**src/rtl/state_feedback_current_estimator_unit_defines.svh**
```systemverilog
// assertion macros for the state feedback current estimator unit
`ifndef STATE_FEEDBACK_CURRENT_ESTIMATOR_UNIT_DEFINES_SVH
`define STATE_FEEDBACK_CURRENT_ESTIMATOR_UNIT_DEFINES_SVH

// same-cycle implication, disabled while in reset
`define SFCE_ASSERT_IMPLY(label, clk, rstn, ante, cons, msg) \
    label: assert property (@(posedge clk) disable iff (!rstn) (ante) |-> (cons)) \
        else $error(msg);

// next-cycle implication, disabled while in reset
`define SFCE_ASSERT_NEXT(label, clk, rstn, ante, cons, msg) \
    label: assert property (@(posedge clk) disable iff (!rstn) (ante) |=> (cons)) \
        else $error(msg);

`endif

```
**src/rtl/sfce_pkg.sv**
```systemverilog
// shared types, constants and fixed-point helpers for the estimator unit
package sfce_pkg;

    localparam int VOLT_WIDTH = 16;
    localparam int FRAC_BITS  = 12;
    localparam int DAC_BITS   = 8;
    localparam int CFG_W      = 15;
    localparam int CFG_ADDR_W = 2;

    localparam int COEF_W = FRAC_BITS + 3;
    localparam int OPND_W = VOLT_WIDTH + 1;
    localparam int PROD_W = COEF_W + OPND_W;
    localparam int ACC_W  = PROD_W + 2;
    localparam int WIDE_W = VOLT_WIDTH + 2;
    localparam int Q_W    = ACC_W + 1 - FRAC_BITS;
    localparam int DVD_W  = CFG_W + DAC_BITS;

    localparam int S_TDATA_W = ((1 + VOLT_WIDTH + 7) / 8) * 8;
    localparam int M_TDATA_W = ((2 * DAC_BITS + 7) / 8) * 8;

    localparam logic OP_TICK = 1'b0;
    localparam logic OP_MEAS = 1'b1;

    localparam logic [CFG_ADDR_W-1:0] REG_SAT_MIN  = 2'd0;
    localparam logic [CFG_ADDR_W-1:0] REG_SAT_MAX  = 2'd1;
    localparam logic [CFG_ADDR_W-1:0] REG_MID_SUP  = 2'd2;
    localparam logic [CFG_ADDR_W-1:0] REG_REF_HALF = 2'd3;

    localparam logic [CFG_W-1:0] SAT_MIN_RST  = 15'd0;
    localparam logic [CFG_W-1:0] SAT_MAX_RST  = 15'd16712;
    localparam logic [CFG_W-1:0] MID_SUP_RST  = 15'd10240;
    localparam logic [CFG_W-1:0] REF_HALF_RST = 15'd4096;

    localparam logic [DAC_BITS-1:0] DAC_FULL = '1;

    localparam logic signed [VOLT_WIDTH-1:0] VMAX = {1'b0, {(VOLT_WIDTH-1){1'b1}}};
    localparam logic signed [VOLT_WIDTH-1:0] VMIN = {1'b1, {(VOLT_WIDTH-1){1'b0}}};
    localparam logic signed [WIDE_W-1:0] W_VMAX = WIDE_W'(VMAX);
    localparam logic signed [WIDE_W-1:0] W_VMIN = WIDE_W'(VMIN);
    localparam logic signed [Q_W-1:0] Q_VMAX = Q_W'(VMAX);
    localparam logic signed [Q_W-1:0] Q_VMIN = Q_W'(VMIN);
    localparam logic signed [ACC_W:0] ROUND_HALF =
        $signed({{(ACC_W+1-FRAC_BITS){1'b0}}, 1'b1, {(FRAC_BITS-1){1'b0}}});

    // coefficient from millionths, rounded to nearest
    function automatic longint qc(input longint micro);
        return ((micro <<< FRAC_BITS) + 64'sd500000) / 64'sd1000000;
    endfunction

    localparam logic signed [COEF_W-1:0] C_A11 = COEF_W'(qc(932581));
    localparam logic signed [COEF_W-1:0] C_A21 = COEF_W'(-qc(1145618));
    localparam logic signed [COEF_W-1:0] C_A22 = COEF_W'(qc(455938));
    localparam logic signed [COEF_W-1:0] C_B1  = COEF_W'(-qc(117824));
    localparam logic signed [COEF_W-1:0] C_B2  = COEF_W'(qc(80093));
    localparam logic signed [COEF_W-1:0] C_K1  = COEF_W'(qc(2907022));
    localparam logic signed [COEF_W-1:0] C_K2  = COEF_W'(qc(1636048));
    localparam logic signed [COEF_W-1:0] C_K0  = COEF_W'(qc(569878));
    localparam logic signed [COEF_W-1:0] C_L1  = COEF_W'(-qc(503374));
    localparam logic signed [COEF_W-1:0] C_L2  = COEF_W'(qc(988519));

    typedef struct packed {
        logic en;
        logic clr;
        logic sub;
    } mac_ctrl_t;

    function automatic logic signed [VOLT_WIDTH-1:0] sat_wide(
        input logic signed [WIDE_W-1:0] v);
        if (v > W_VMAX) begin
            return VMAX;
        end else if (v < W_VMIN) begin
            return VMIN;
        end
        return v[VOLT_WIDTH-1:0];
    endfunction

    // divide by 2^FRAC_BITS, round half up, saturate
    function automatic logic signed [VOLT_WIDTH-1:0] scale_down(
        input logic signed [ACC_W-1:0] v);
        logic signed [ACC_W:0] t;
        logic signed [Q_W-1:0] q;
        t = $signed({v[ACC_W-1], v}) + ROUND_HALF;
        q = t[ACC_W:FRAC_BITS];
        if (q > Q_VMAX) begin
            return VMAX;
        end else if (q < Q_VMIN) begin
            return VMIN;
        end
        return q[VOLT_WIDTH-1:0];
    endfunction

    // raise to min, then lower to max; result is never negative
    function automatic logic [CFG_W-1:0] code_clamp(
        input logic signed [WIDE_W-1:0] v,
        input logic [CFG_W-1:0] lo,
        input logic [CFG_W-1:0] hi);
        logic signed [WIDE_W-1:0] c;
        c = v;
        if (c < $signed(WIDE_W'(lo))) begin
            c = $signed(WIDE_W'(lo));
        end
        if (c > $signed(WIDE_W'(hi))) begin
            c = $signed(WIDE_W'(hi));
        end
        return c[CFG_W-1:0];
    endfunction

    function automatic logic [DAC_BITS-1:0] code_pick(
        input logic [CFG_W-1:0] vc,
        input logic [CFG_W-1:0] hi,
        input logic [DAC_BITS-1:0] quo);
        if (hi == '0 || vc == '0) begin
            return '0;
        end else if (vc >= hi) begin
            return DAC_FULL;
        end
        return quo;
    endfunction

endpackage

```
**src/rtl/state_feedback_current_estimator_unit.sv**
```systemverilog
// top level: sequencer, estimator state and stream ports of the regulator
//
// channel  | ports                         | payload
// input    | s_tvalid s_tready s_tdata s_tuser | operation, ref_high, measured_ac_volts
// result   | m_tvalid m_tready m_tdata     | drive_dac_code, ref_dac_code
// config   | cfg_wr_en cfg_addr cfg_wr_data | four 15-bit registers
//
// a measurement request runs the correction steps; a control tick runs the control law, the prediction
// and two divisions, sequenced over the single multiply-accumulate unit and the bit-serial divider
// aresetn clears estimate, prediction and registers to their reset values
// s_tready is high only between requests; a result held by m_tready stalls the next tick
`include "state_feedback_current_estimator_unit_defines.svh"

module state_feedback_current_estimator_unit import sfce_pkg::*; (
    input  logic                  aclk,
    input  logic                  aresetn,
    input  logic                  s_tvalid,
    output logic                  s_tready,
    input  logic [S_TDATA_W-1:0]  s_tdata,      // ref_high, measured_ac_volts
    input  logic                  s_tuser,      // operation
    output logic                  m_tvalid,
    input  logic                  m_tready,
    output logic [M_TDATA_W-1:0]  m_tdata,      // drive_dac_code, ref_dac_code
    input  logic                  cfg_wr_en,
    input  logic [CFG_ADDR_W-1:0] cfg_addr,
    input  logic [CFG_W-1:0]      cfg_wr_data
);

    localparam int ST_W = 5;
    localparam logic [ST_W-1:0] ST_IDLE  = 5'd0;
    localparam logic [ST_W-1:0] ST_M_L1  = 5'd1;
    localparam logic [ST_W-1:0] ST_M_E1  = 5'd2;
    localparam logic [ST_W-1:0] ST_M_E2  = 5'd3;
    localparam logic [ST_W-1:0] ST_T_K0  = 5'd4;
    localparam logic [ST_W-1:0] ST_T_K1  = 5'd5;
    localparam logic [ST_W-1:0] ST_T_K2  = 5'd6;
    localparam logic [ST_W-1:0] ST_T_U   = 5'd7;
    localparam logic [ST_W-1:0] ST_T_A11 = 5'd8;
    localparam logic [ST_W-1:0] ST_T_B1  = 5'd9;
    localparam logic [ST_W-1:0] ST_T_A21 = 5'd10;
    localparam logic [ST_W-1:0] ST_T_A22 = 5'd11;
    localparam logic [ST_W-1:0] ST_T_B2  = 5'd12;
    localparam logic [ST_W-1:0] ST_T_P2  = 5'd13;
    localparam logic [ST_W-1:0] ST_T_DD  = 5'd14;
    localparam logic [ST_W-1:0] ST_T_DR  = 5'd15;
    localparam logic [ST_W-1:0] ST_T_OUT = 5'd16;

    logic [ST_W-1:0] state_reg;
    logic [ST_W-1:0] state_next;

    logic [CFG_W-1:0] sat_min_reg;
    logic [CFG_W-1:0] sat_max_reg;
    logic [CFG_W-1:0] mid_sup_reg;
    logic [CFG_W-1:0] ref_half_reg;

    logic signed [VOLT_WIDTH-1:0] est1_reg;
    logic signed [VOLT_WIDTH-1:0] est2_reg;
    logic signed [VOLT_WIDTH-1:0] pred1_reg;
    logic signed [VOLT_WIDTH-1:0] pred2_reg;

    logic signed [OPND_W-1:0]     innov_reg;
    logic signed [VOLT_WIDTH-1:0] ref_reg;
    logic signed [VOLT_WIDTH-1:0] u_apl_reg;
    logic [CFG_W-1:0]             drive_vc_reg;
    logic [CFG_W-1:0]             ref_vc_reg;
    logic [DAC_BITS-1:0]          drive_code_reg;
    logic [DAC_BITS-1:0]          ref_code_reg;
    logic                         m_tvalid_reg;
    logic [M_TDATA_W-1:0]         m_tdata_reg;

    logic                         in_fire;
    logic                         out_load;
    mac_ctrl_t                    mac_ctrl;
    logic signed [OPND_W-1:0]     mac_opnd;
    logic signed [COEF_W-1:0]     mac_coef;
    logic signed [VOLT_WIDTH-1:0] mac_scaled;
    logic                         div_start;
    logic                         div_done;
    logic [DVD_W-1:0]             div_dividend;
    logic [DAC_BITS-1:0]          div_quo;

    logic signed [VOLT_WIDTH-1:0] in_y;
    logic signed [WIDE_W-1:0]     ref_wide;
    logic signed [WIDE_W-1:0]     u_sum;
    logic signed [WIDE_W-1:0]     u_phys;
    logic signed [VOLT_WIDTH-1:0] u_apl;
    logic [CFG_W-1:0]             u_phys_vc;
    logic [CFG_W-1:0]             ref_vc;

    assign in_fire  = s_tvalid && s_tready;
    assign s_tready = (state_reg == ST_IDLE);
    assign in_y     = $signed(s_tdata[VOLT_WIDTH:1]);

    // reference and control-voltage datapath around the mac
    always_comb begin
        ref_wide = $signed(WIDE_W'(ref_half_reg));
        if (!s_tdata[0]) begin
            ref_wide = -ref_wide;
        end
        u_sum  = WIDE_W'(mac_scaled) + $signed(WIDE_W'(mid_sup_reg));
        u_phys = u_sum;
        if (u_phys > $signed(WIDE_W'(sat_max_reg))) begin
            u_phys = $signed(WIDE_W'(sat_max_reg));
        end
        if (u_phys < $signed(WIDE_W'(sat_min_reg))) begin
            u_phys = $signed(WIDE_W'(sat_min_reg));
        end
        u_apl     = sat_wide(u_phys - $signed(WIDE_W'(mid_sup_reg)));
        u_phys_vc = code_clamp(u_phys, sat_min_reg, sat_max_reg);
        ref_vc    = code_clamp(WIDE_W'(ref_reg) + $signed(WIDE_W'(mid_sup_reg)),
                               sat_min_reg, sat_max_reg);
    end

    always_comb begin
        state_next   = state_reg;
        mac_ctrl     = '0;
        mac_opnd     = '0;
        mac_coef     = '0;
        div_start    = 1'b0;
        out_load     = 1'b0;
        div_dividend = DVD_W'(drive_vc_reg) * DVD_W'(DAC_FULL);
        unique case (state_reg)
            ST_IDLE: begin
                if (in_fire) begin
                    state_next = (s_tuser == OP_MEAS) ? ST_M_L1 : ST_T_K0;
                end
            end
            ST_M_L1: begin
                mac_ctrl   = '{en: 1'b1, clr: 1'b1, sub: 1'b0};
                mac_opnd   = innov_reg;
                mac_coef   = C_L1;
                state_next = ST_M_E1;
            end
            ST_M_E1: begin
                mac_ctrl   = '{en: 1'b1, clr: 1'b1, sub: 1'b0};
                mac_opnd   = innov_reg;
                mac_coef   = C_L2;
                state_next = ST_M_E2;
            end
            ST_M_E2: begin
                state_next = ST_IDLE;
            end
            ST_T_K0: begin
                mac_ctrl   = '{en: 1'b1, clr: 1'b1, sub: 1'b0};
                mac_opnd   = OPND_W'(ref_reg);
                mac_coef   = C_K0;
                state_next = ST_T_K1;
            end
            ST_T_K1: begin
                mac_ctrl   = '{en: 1'b1, clr: 1'b0, sub: 1'b1};
                mac_opnd   = OPND_W'(est1_reg);
                mac_coef   = C_K1;
                state_next = ST_T_K2;
            end
            ST_T_K2: begin
                mac_ctrl   = '{en: 1'b1, clr: 1'b0, sub: 1'b1};
                mac_opnd   = OPND_W'(est2_reg);
                mac_coef   = C_K2;
                state_next = ST_T_U;
            end
            ST_T_U: begin
                state_next = ST_T_A11;
            end
            ST_T_A11: begin
                mac_ctrl   = '{en: 1'b1, clr: 1'b1, sub: 1'b0};
                mac_opnd   = OPND_W'(est1_reg);
                mac_coef   = C_A11;
                state_next = ST_T_B1;
            end
            ST_T_B1: begin
                mac_ctrl   = '{en: 1'b1, clr: 1'b0, sub: 1'b0};
                mac_opnd   = OPND_W'(u_apl_reg);
                mac_coef   = C_B1;
                state_next = ST_T_A21;
            end
            ST_T_A21: begin
                mac_ctrl   = '{en: 1'b1, clr: 1'b1, sub: 1'b0};
                mac_opnd   = OPND_W'(est1_reg);
                mac_coef   = C_A21;
                state_next = ST_T_A22;
            end
            ST_T_A22: begin
                mac_ctrl   = '{en: 1'b1, clr: 1'b0, sub: 1'b0};
                mac_opnd   = OPND_W'(est2_reg);
                mac_coef   = C_A22;
                state_next = ST_T_B2;
            end
            ST_T_B2: begin
                mac_ctrl   = '{en: 1'b1, clr: 1'b0, sub: 1'b0};
                mac_opnd   = OPND_W'(u_apl_reg);
                mac_coef   = C_B2;
                state_next = ST_T_P2;
            end
            ST_T_P2: begin
                div_start  = 1'b1;
                state_next = ST_T_DD;
            end
            ST_T_DD: begin
                div_dividend = DVD_W'(ref_vc_reg) * DVD_W'(DAC_FULL);
                if (div_done) begin
                    div_start  = 1'b1;
                    state_next = ST_T_DR;
                end
            end
            ST_T_DR: begin
                if (div_done) begin
                    state_next = ST_T_OUT;
                end
            end
            ST_T_OUT: begin
                if (!m_tvalid_reg || m_tready) begin
                    out_load   = 1'b1;
                    state_next = ST_IDLE;
                end
            end
            default: begin
                state_next = ST_IDLE;
            end
        endcase
    end

    sfce_mac u_mac (
        .aclk   (aclk),
        .ctrl   (mac_ctrl),
        .opnd   (mac_opnd),
        .coef   (mac_coef),
        .scaled (mac_scaled)
    );

    sfce_div u_div (
        .aclk     (aclk),
        .aresetn  (aresetn),
        .start    (div_start),
        .dividend (div_dividend),
        .divisor  (sat_max_reg),
        .done     (div_done),
        .quotient (div_quo)
    );

    always_ff @(posedge aclk) begin
        if (!aresetn) begin
            state_reg    <= ST_IDLE;
            m_tvalid_reg <= 1'b0;
            sat_min_reg  <= SAT_MIN_RST;
            sat_max_reg  <= SAT_MAX_RST;
            mid_sup_reg  <= MID_SUP_RST;
            ref_half_reg <= REF_HALF_RST;
            est1_reg     <= '0;
            est2_reg     <= '0;
            pred1_reg    <= '0;
            pred2_reg    <= '0;
        end else begin
            state_reg <= state_next;
            if (out_load) begin
                m_tvalid_reg <= 1'b1;
            end else if (m_tready) begin
                m_tvalid_reg <= 1'b0;
            end
            if (cfg_wr_en) begin
                unique case (cfg_addr)
                    REG_SAT_MIN:  sat_min_reg  <= cfg_wr_data;
                    REG_SAT_MAX:  sat_max_reg  <= cfg_wr_data;
                    REG_MID_SUP:  mid_sup_reg  <= cfg_wr_data;
                    REG_REF_HALF: ref_half_reg <= cfg_wr_data;
                    default:      sat_min_reg  <= sat_min_reg;
                endcase
            end
            // correction starts from the stored prediction, which it leaves alone
            if (state_reg == ST_M_E1) begin
                est1_reg <= sat_wide(WIDE_W'(pred1_reg) + WIDE_W'(mac_scaled));
            end
            if (state_reg == ST_M_E2) begin
                est2_reg <= sat_wide(WIDE_W'(pred2_reg) + WIDE_W'(mac_scaled));
            end
            if (state_reg == ST_T_A21) begin
                pred1_reg <= mac_scaled;
            end
            if (state_reg == ST_T_P2) begin
                pred2_reg <= mac_scaled;
            end
        end
    end

    always_ff @(posedge aclk) begin
        if (in_fire) begin
            innov_reg <= $signed({in_y[VOLT_WIDTH-1], in_y})
                       - $signed({pred2_reg[VOLT_WIDTH-1], pred2_reg});
            ref_reg   <= sat_wide(ref_wide);
        end
        if (state_reg == ST_T_U) begin
            u_apl_reg    <= u_apl;
            drive_vc_reg <= u_phys_vc;
            ref_vc_reg   <= ref_vc;
        end
        if (state_reg == ST_T_DD && div_done) begin
            drive_code_reg <= code_pick(drive_vc_reg, sat_max_reg, div_quo);
        end
        if (state_reg == ST_T_DR && div_done) begin
            ref_code_reg <= code_pick(ref_vc_reg, sat_max_reg, div_quo);
        end
        if (out_load) begin
            m_tdata_reg <= M_TDATA_W'({ref_code_reg, drive_code_reg});
        end
    end

    assign m_tvalid = m_tvalid_reg;
    assign m_tdata  = m_tdata_reg;

    `SFCE_ASSERT_IMPLY(a_div_done_waiting, aclk, aresetn, div_done, (state_reg == ST_T_DD || state_reg == ST_T_DR), "divider finished outside a wait state")
    `SFCE_ASSERT_NEXT(a_meas_path, aclk, aresetn, (in_fire && s_tuser == OP_MEAS), (state_reg == ST_M_L1), "measurement request did not enter the correction path")
    `SFCE_ASSERT_IMPLY(a_result_from_tick, aclk, aresetn, $rose(m_tvalid_reg), ($past(state_reg) == ST_T_OUT), "result raised outside the tick output step")

endmodule

```
**src/rtl/sfce_mac.sv**
```systemverilog
// shared multiply-accumulate unit with rounding scale-down of the sum
module sfce_mac import sfce_pkg::*; (
    input  logic                         aclk,
    input  mac_ctrl_t                    ctrl,
    input  logic signed [OPND_W-1:0]     opnd,
    input  logic signed [COEF_W-1:0]     coef,
    output logic signed [VOLT_WIDTH-1:0] scaled
);

    logic signed [ACC_W-1:0]  acc_reg;
    logic signed [ACC_W-1:0]  acc_next;
    logic signed [ACC_W-1:0]  base;
    logic signed [PROD_W-1:0] prod;

    assign prod = opnd * coef;

    always_comb begin
        base     = ctrl.clr ? '0 : acc_reg;
        acc_next = ctrl.sub ? base - ACC_W'(prod) : base + ACC_W'(prod);
    end

    always_ff @(posedge aclk) begin
        if (ctrl.en) begin
            acc_reg <= acc_next;
        end
    end

    assign scaled = scale_down(acc_reg);

endmodule

```
**src/rtl/sfce_div.sv**
```systemverilog
// bit-serial restoring divider for the dac code scaling
module sfce_div import sfce_pkg::*; (
    input  logic                aclk,
    input  logic                aresetn,
    input  logic                start,
    input  logic [DVD_W-1:0]    dividend,
    input  logic [CFG_W-1:0]    divisor,
    output logic                done,
    output logic [DAC_BITS-1:0] quotient
);

    localparam int CNT_W = $clog2(DAC_BITS);
    localparam logic [CNT_W-1:0] CNT_LAST = CNT_W'(DAC_BITS - 1);

    logic                busy_reg;
    logic                done_reg;
    logic [CNT_W-1:0]    cnt_reg;
    logic [CFG_W-1:0]    rem_reg;
    logic [DAC_BITS-1:0] lo_reg;
    logic [DAC_BITS-1:0] quo_reg;
    logic [CFG_W-1:0]    dvs_reg;
    logic [CFG_W:0]      trial;
    logic [CFG_W:0]      diff;
    logic                fits;

    // quotient fits in DAC_BITS, so the top part already sits below the divisor
    always_comb begin
        trial = {rem_reg, lo_reg[DAC_BITS-1]};
        diff  = trial - {1'b0, dvs_reg};
        fits  = trial >= {1'b0, dvs_reg};
    end

    always_ff @(posedge aclk) begin
        if (!aresetn) begin
            busy_reg <= 1'b0;
            done_reg <= 1'b0;
            cnt_reg  <= '0;
        end else begin
            done_reg <= 1'b0;
            if (start) begin
                busy_reg <= 1'b1;
                cnt_reg  <= '0;
            end else if (busy_reg) begin
                cnt_reg <= cnt_reg + 1'b1;
                if (cnt_reg == CNT_LAST) begin
                    busy_reg <= 1'b0;
                    done_reg <= 1'b1;
                end
            end
        end
    end

    always_ff @(posedge aclk) begin
        if (start) begin
            rem_reg <= dividend[DVD_W-1:DAC_BITS];
            lo_reg  <= dividend[DAC_BITS-1:0];
            dvs_reg <= divisor;
        end else if (busy_reg) begin
            rem_reg <= fits ? diff[CFG_W-1:0] : trial[CFG_W-1:0];
            lo_reg  <= {lo_reg[DAC_BITS-2:0], 1'b0};
            quo_reg <= {quo_reg[DAC_BITS-2:0], fits};
        end
    end

    assign done     = done_reg;
    assign quotient = quo_reg;

endmodule

```
**config.mk**
```make
export PLATFORM = sky130hd
export DESIGN_NAME = state_feedback_current_estimator_unit
export DESIGN_NICKNAME = d
export VERILOG_FILES = /design/src/rtl/sfce_pkg.sv /design/src/rtl/state_feedback_current_estimator_unit.sv /design/src/rtl/sfce_mac.sv /design/src/rtl/sfce_div.sv
export VERILOG_INCLUDE_DIRS = /design/src /design/src/rtl
export SDC_FILE = /design/constraint.sdc
export NUM_CORES = 2
export LEC_CHECK = 0
export BUFFER_PORTS_ARGS = -buffer_cell sky130_fd_sc_hd__clkbuf_2
export CAP_MARGIN = 20
export CORE_ASPECT_RATIO = 0.5
export CORE_UTILIZATION = 60
export DETAILED_ROUTE_END_ITERATION = 7
export GPL_ROUTABILITY_DRIVEN = 0
export PLACE_DENSITY = 0.77
export SYNTH_ARGS = -nofsm -noshare
export SYNTH_HDL_FRONTEND = slang
export SYNTH_SLANG_ARGS = --single-unit
```
**constraint.sdc**
```tcl
create_clock -name aclk -period 16.2 [get_ports aclk]
set_clock_uncertainty 0.1 [all_clocks]
set_input_delay 3.24 -clock aclk [delete_from_list [all_inputs] [get_ports aclk]]
set_output_delay 3.24 -clock aclk [all_outputs]
set_load 0.01 [all_outputs]
```
==> implementation parameters <==
Parameter                              Value

Cells and area
  Storage cell area ... 8440 sq um
  Proportion of layout cells with a drive suffix above 1 ... 6.58%
  Layout overhead on the synthesized area ... 6.42%
  Number of flip-flops under the largest register name ... 34
  Fill cell instance count of the final layout ... 5141
  Multi-input logic area ... 28300 sq um
  Nets ... 5267
  Number of diodes added for antenna fixing ... 0

Worst setup path
  Worst path slowest cell ... sky130_fd_sc_hd__a21oi_2
  Most frequent cell on the critical path ... sky130_fd_sc_hd__a21oi_1
  Cell type group with the largest total delay on the critical path ... compound AO/OA/AOI/OAI gates
  Kind of end point of the critical path ... flip-flop
  Longest individual stage delay on the worst path ... between 0.5 and 0.6 ns
  Worst Path Buf+Inv ... 2
  Critical path type ... reg2reg
  Data arrival time of the critical path ... about 16 ns
  Category of the worst setup path launch point ... flip-flop
  Required time at the endpoint of the critical path ... 16.39 ns
  Crit path max fanout ... 30

Synth
  Async set-reset flop share out of synthesis ... 0%
  Post-synthesis mux area share ... under 10%
  Number of nets in the synthesized netlist ... 5255
  Leading cell type by number of instances after synthesis ... sky130_fd_sc_hd__inv_1
  Mapped cell area ... 39300 sq um
  Instance count of the mapped netlist ... 4370
  Register area share after synthesis ... 21.5%
  Combinational family with the most area after synthesis ... adder cells
  Number of storage elements in the synthesis netlist ... 326
  List of most frequent post-synthesis cells ... sky130_fd_sc_hd__inv_1 (576), sky130_fd_sc_hd__ha_1 (452), sky130_fd_sc_hd__nand2_1 (437)
  Xor-xnor portion of the synthesized cell area ... 4.99%
  Count of flip-flops with a built-in enable after synthesis ... 191
  Synth Area in Simple Gates ... 14.9%
  Main flop type after synthesis ... sky130_fd_sc_hd__edfxtp_1
  Distinct cell type count after synthesis ... 90
  Area leader, netlist ... sky130_fd_sc_hd__fa_1
  Synth warn ... 0
  Complex-gate fraction of the synthesized area ... between 10% and 20%
  Fraction of synthesized cell area taken by the top area cell type ... 19.7%
  Adder and majority gate portion of the synthesized area ... 34.1%
  Mean area per synthesized cell ... 8.99 sq um
  Cells taking the most area after synthesis ... sky130_fd_sc_hd__fa_1 (20%), sky130_fd_sc_hd__edfxtp_1 (15%), sky130_fd_sc_hd__ha_1 (14%)

Die
  Row count ... 65
  Number of top-level pins ... 65
  Starting Density ... 61.5%
  CORE AREA ... 63800 sq um
  Die extent in x ... 364 um
  Height of the die ... 183 um
  Die area ... around 67000 sq um

Timing
  Tcrit/Tclk final ... 94.7%
  Tightest hold margin ... 0.312 ns
  Peak clock frequency supported by timing ... 65.2 MHz
  Endpoints failing hold ... 0
  Final slew viol count ... 0
  Final worst-path setup slack ... 0.863 ns
  Total negative slack ... 0 ns
  Final-report setup violation count ... 0
  Worst-case headroom to the max-slew limit ... 25.3%
  Min Clock Period, post-route ... 15.34 ns
  RSZ-0062 raised after global routing ... no
  Worst-margin pin slew ... 1.12 ns

GRT
  Via count of the first global-routing pass ... 32000
  Wire length of the first global-routing pass ... 171000 um
  Number of antenna violations at the first check in global routing ... 0
  Pin count of the biggest net entering global routing ... 133
  Global-route usage over all layers ... ~33%
  Overall overflow remaining after global route ... 0

CTS
  Maximum root-to-sink buffer count ... 3
  Clk pin slew, worst setup/hold paths ... 0.06 ns
  Worst skew pair latency ... 0.55 ns
  Total clock buffers created by CTS ... 34
  Sinks on the clock net ... 326
  CTS tree ... yes
  H-tree level count ... 2
  Clock Tree Root ... sky130_fd_sc_hd__clkbuf_16
  Post-CTS setup buffer count ... 0

Routing
  TritonRoute pass-1 iters ... 8
  Wire length reported by the detailed router ... 109000 um
  Remaining routing DRC violations ... 0
  Vias per inst ... 6.14
  Via count ... 32400
  Count of nets left with antenna violations after detail routing ... 0
  Drt first-iter violations ... 3028
  Post-DR wirelength/cell ... 20.6 um

Placement
  Placement-stage worst setup slack ... 1.23 ns
  Detailed placement HPWL ... 87200 um
  Count of port buffers added during placement ... 57

Worst hold path
  Hold WC Path Type ... reg2reg

Run status
  Outcome ... finished, final reports clean

Job
  Number of violations of the max-capacitance limit ... 0
## cells by family (layout without fill, tap and decap cells)
group,count (synthesis),count (layout)
flip-flops,326,326
AND/OR/NAND/NOR,1245,1245
adder cells (fa/ha/maj),839,839
AO/OA/AOI/OAI,944,944
multiplexers,83,83
XOR/XNOR,222,222
buffers and inverters,711,747
## repair_timing
| item | 4_1_cts | 5_1_grt |
|---|---|---|
| endpoints found under the setup margin | 0 | 9 |
| gates resized for setup | 0 | 1 |
| hold buffers | 0 | 0 |
## metal layers
layer | track usage, % | wire length, um | vias up
met5 | 0 | 0 | -
met4 | 15.7 | 5640 | 0
met3 | 6.36 | 9850 | 289
met2 | 51.8 | 48200 | 1473
met1 | 43.6 | 44800 | 15700
li1 | - | - | 14900
## layout make-up
class                           count  share of cell area, %
Clock inverter                     16                  0.359
Timing Repair Buffer              110                   1.72
Sequential cell                   326                   20.2
Multi-Input combinational cell   3333                   67.6
Clock buffer                       44                   2.33
Tap cell                          871                   2.61
Inverter                          577                   5.18
## final timing paths
kind                                         from         endpoint  slack [ns]  cells after the start
worst min register to register  drive_code_reg[6]       m_tdata[6]        0.31                      0
worst max register to register  u_mac.acc_reg[14]  drive_vc_reg[5]        0.86                     67
worst min-delay path            drive_code_reg[6]       m_tdata[6]        0.31                      0
worst max-delay path            u_mac.acc_reg[14]  drive_vc_reg[5]        0.86                     67
## cells in the final DEF, fill, tap and decap left out, drive strengths merged, types with 12 or more instances in the layout
master	count
and3	33
ha	452
or3	19
o21a	38
fa	386
nor2	315
and2	23
inv	580
a31oi	39
or2	15
nand2	437
o31ai	12
xor2	84
o211ai	18
o21bai	13
nand3	68
nor3b	28
a211oi	24
a21oi	268
edfxtp	191
clkbuf	100
nor3	75
mux2	67
nand4	35
o21ai	240
nor4	18
xnor2	138
a22oi	26
a21o	72
nor2b	87
o2111ai	12
mux2i	16
dfxtp	135
a21boi	76
buf	54
a41oi	13
nand2b	53
## metrics by stage
step           cells  utilization, %  instance area, sq um
2_1_floorplan   4370               -                 39300
3_3_place_gp    5210            63.6                 40600
3_5_place_dp    5212            63.6                 40600
4_1_cts         5272            65.4                 41700
5_1_grt         5277            65.5                 41800
6_report        5277            65.5                 41800
Power is not shown: default switching activity piles up to over one toggle a cycle in this logic, so the estimate is an artifact.
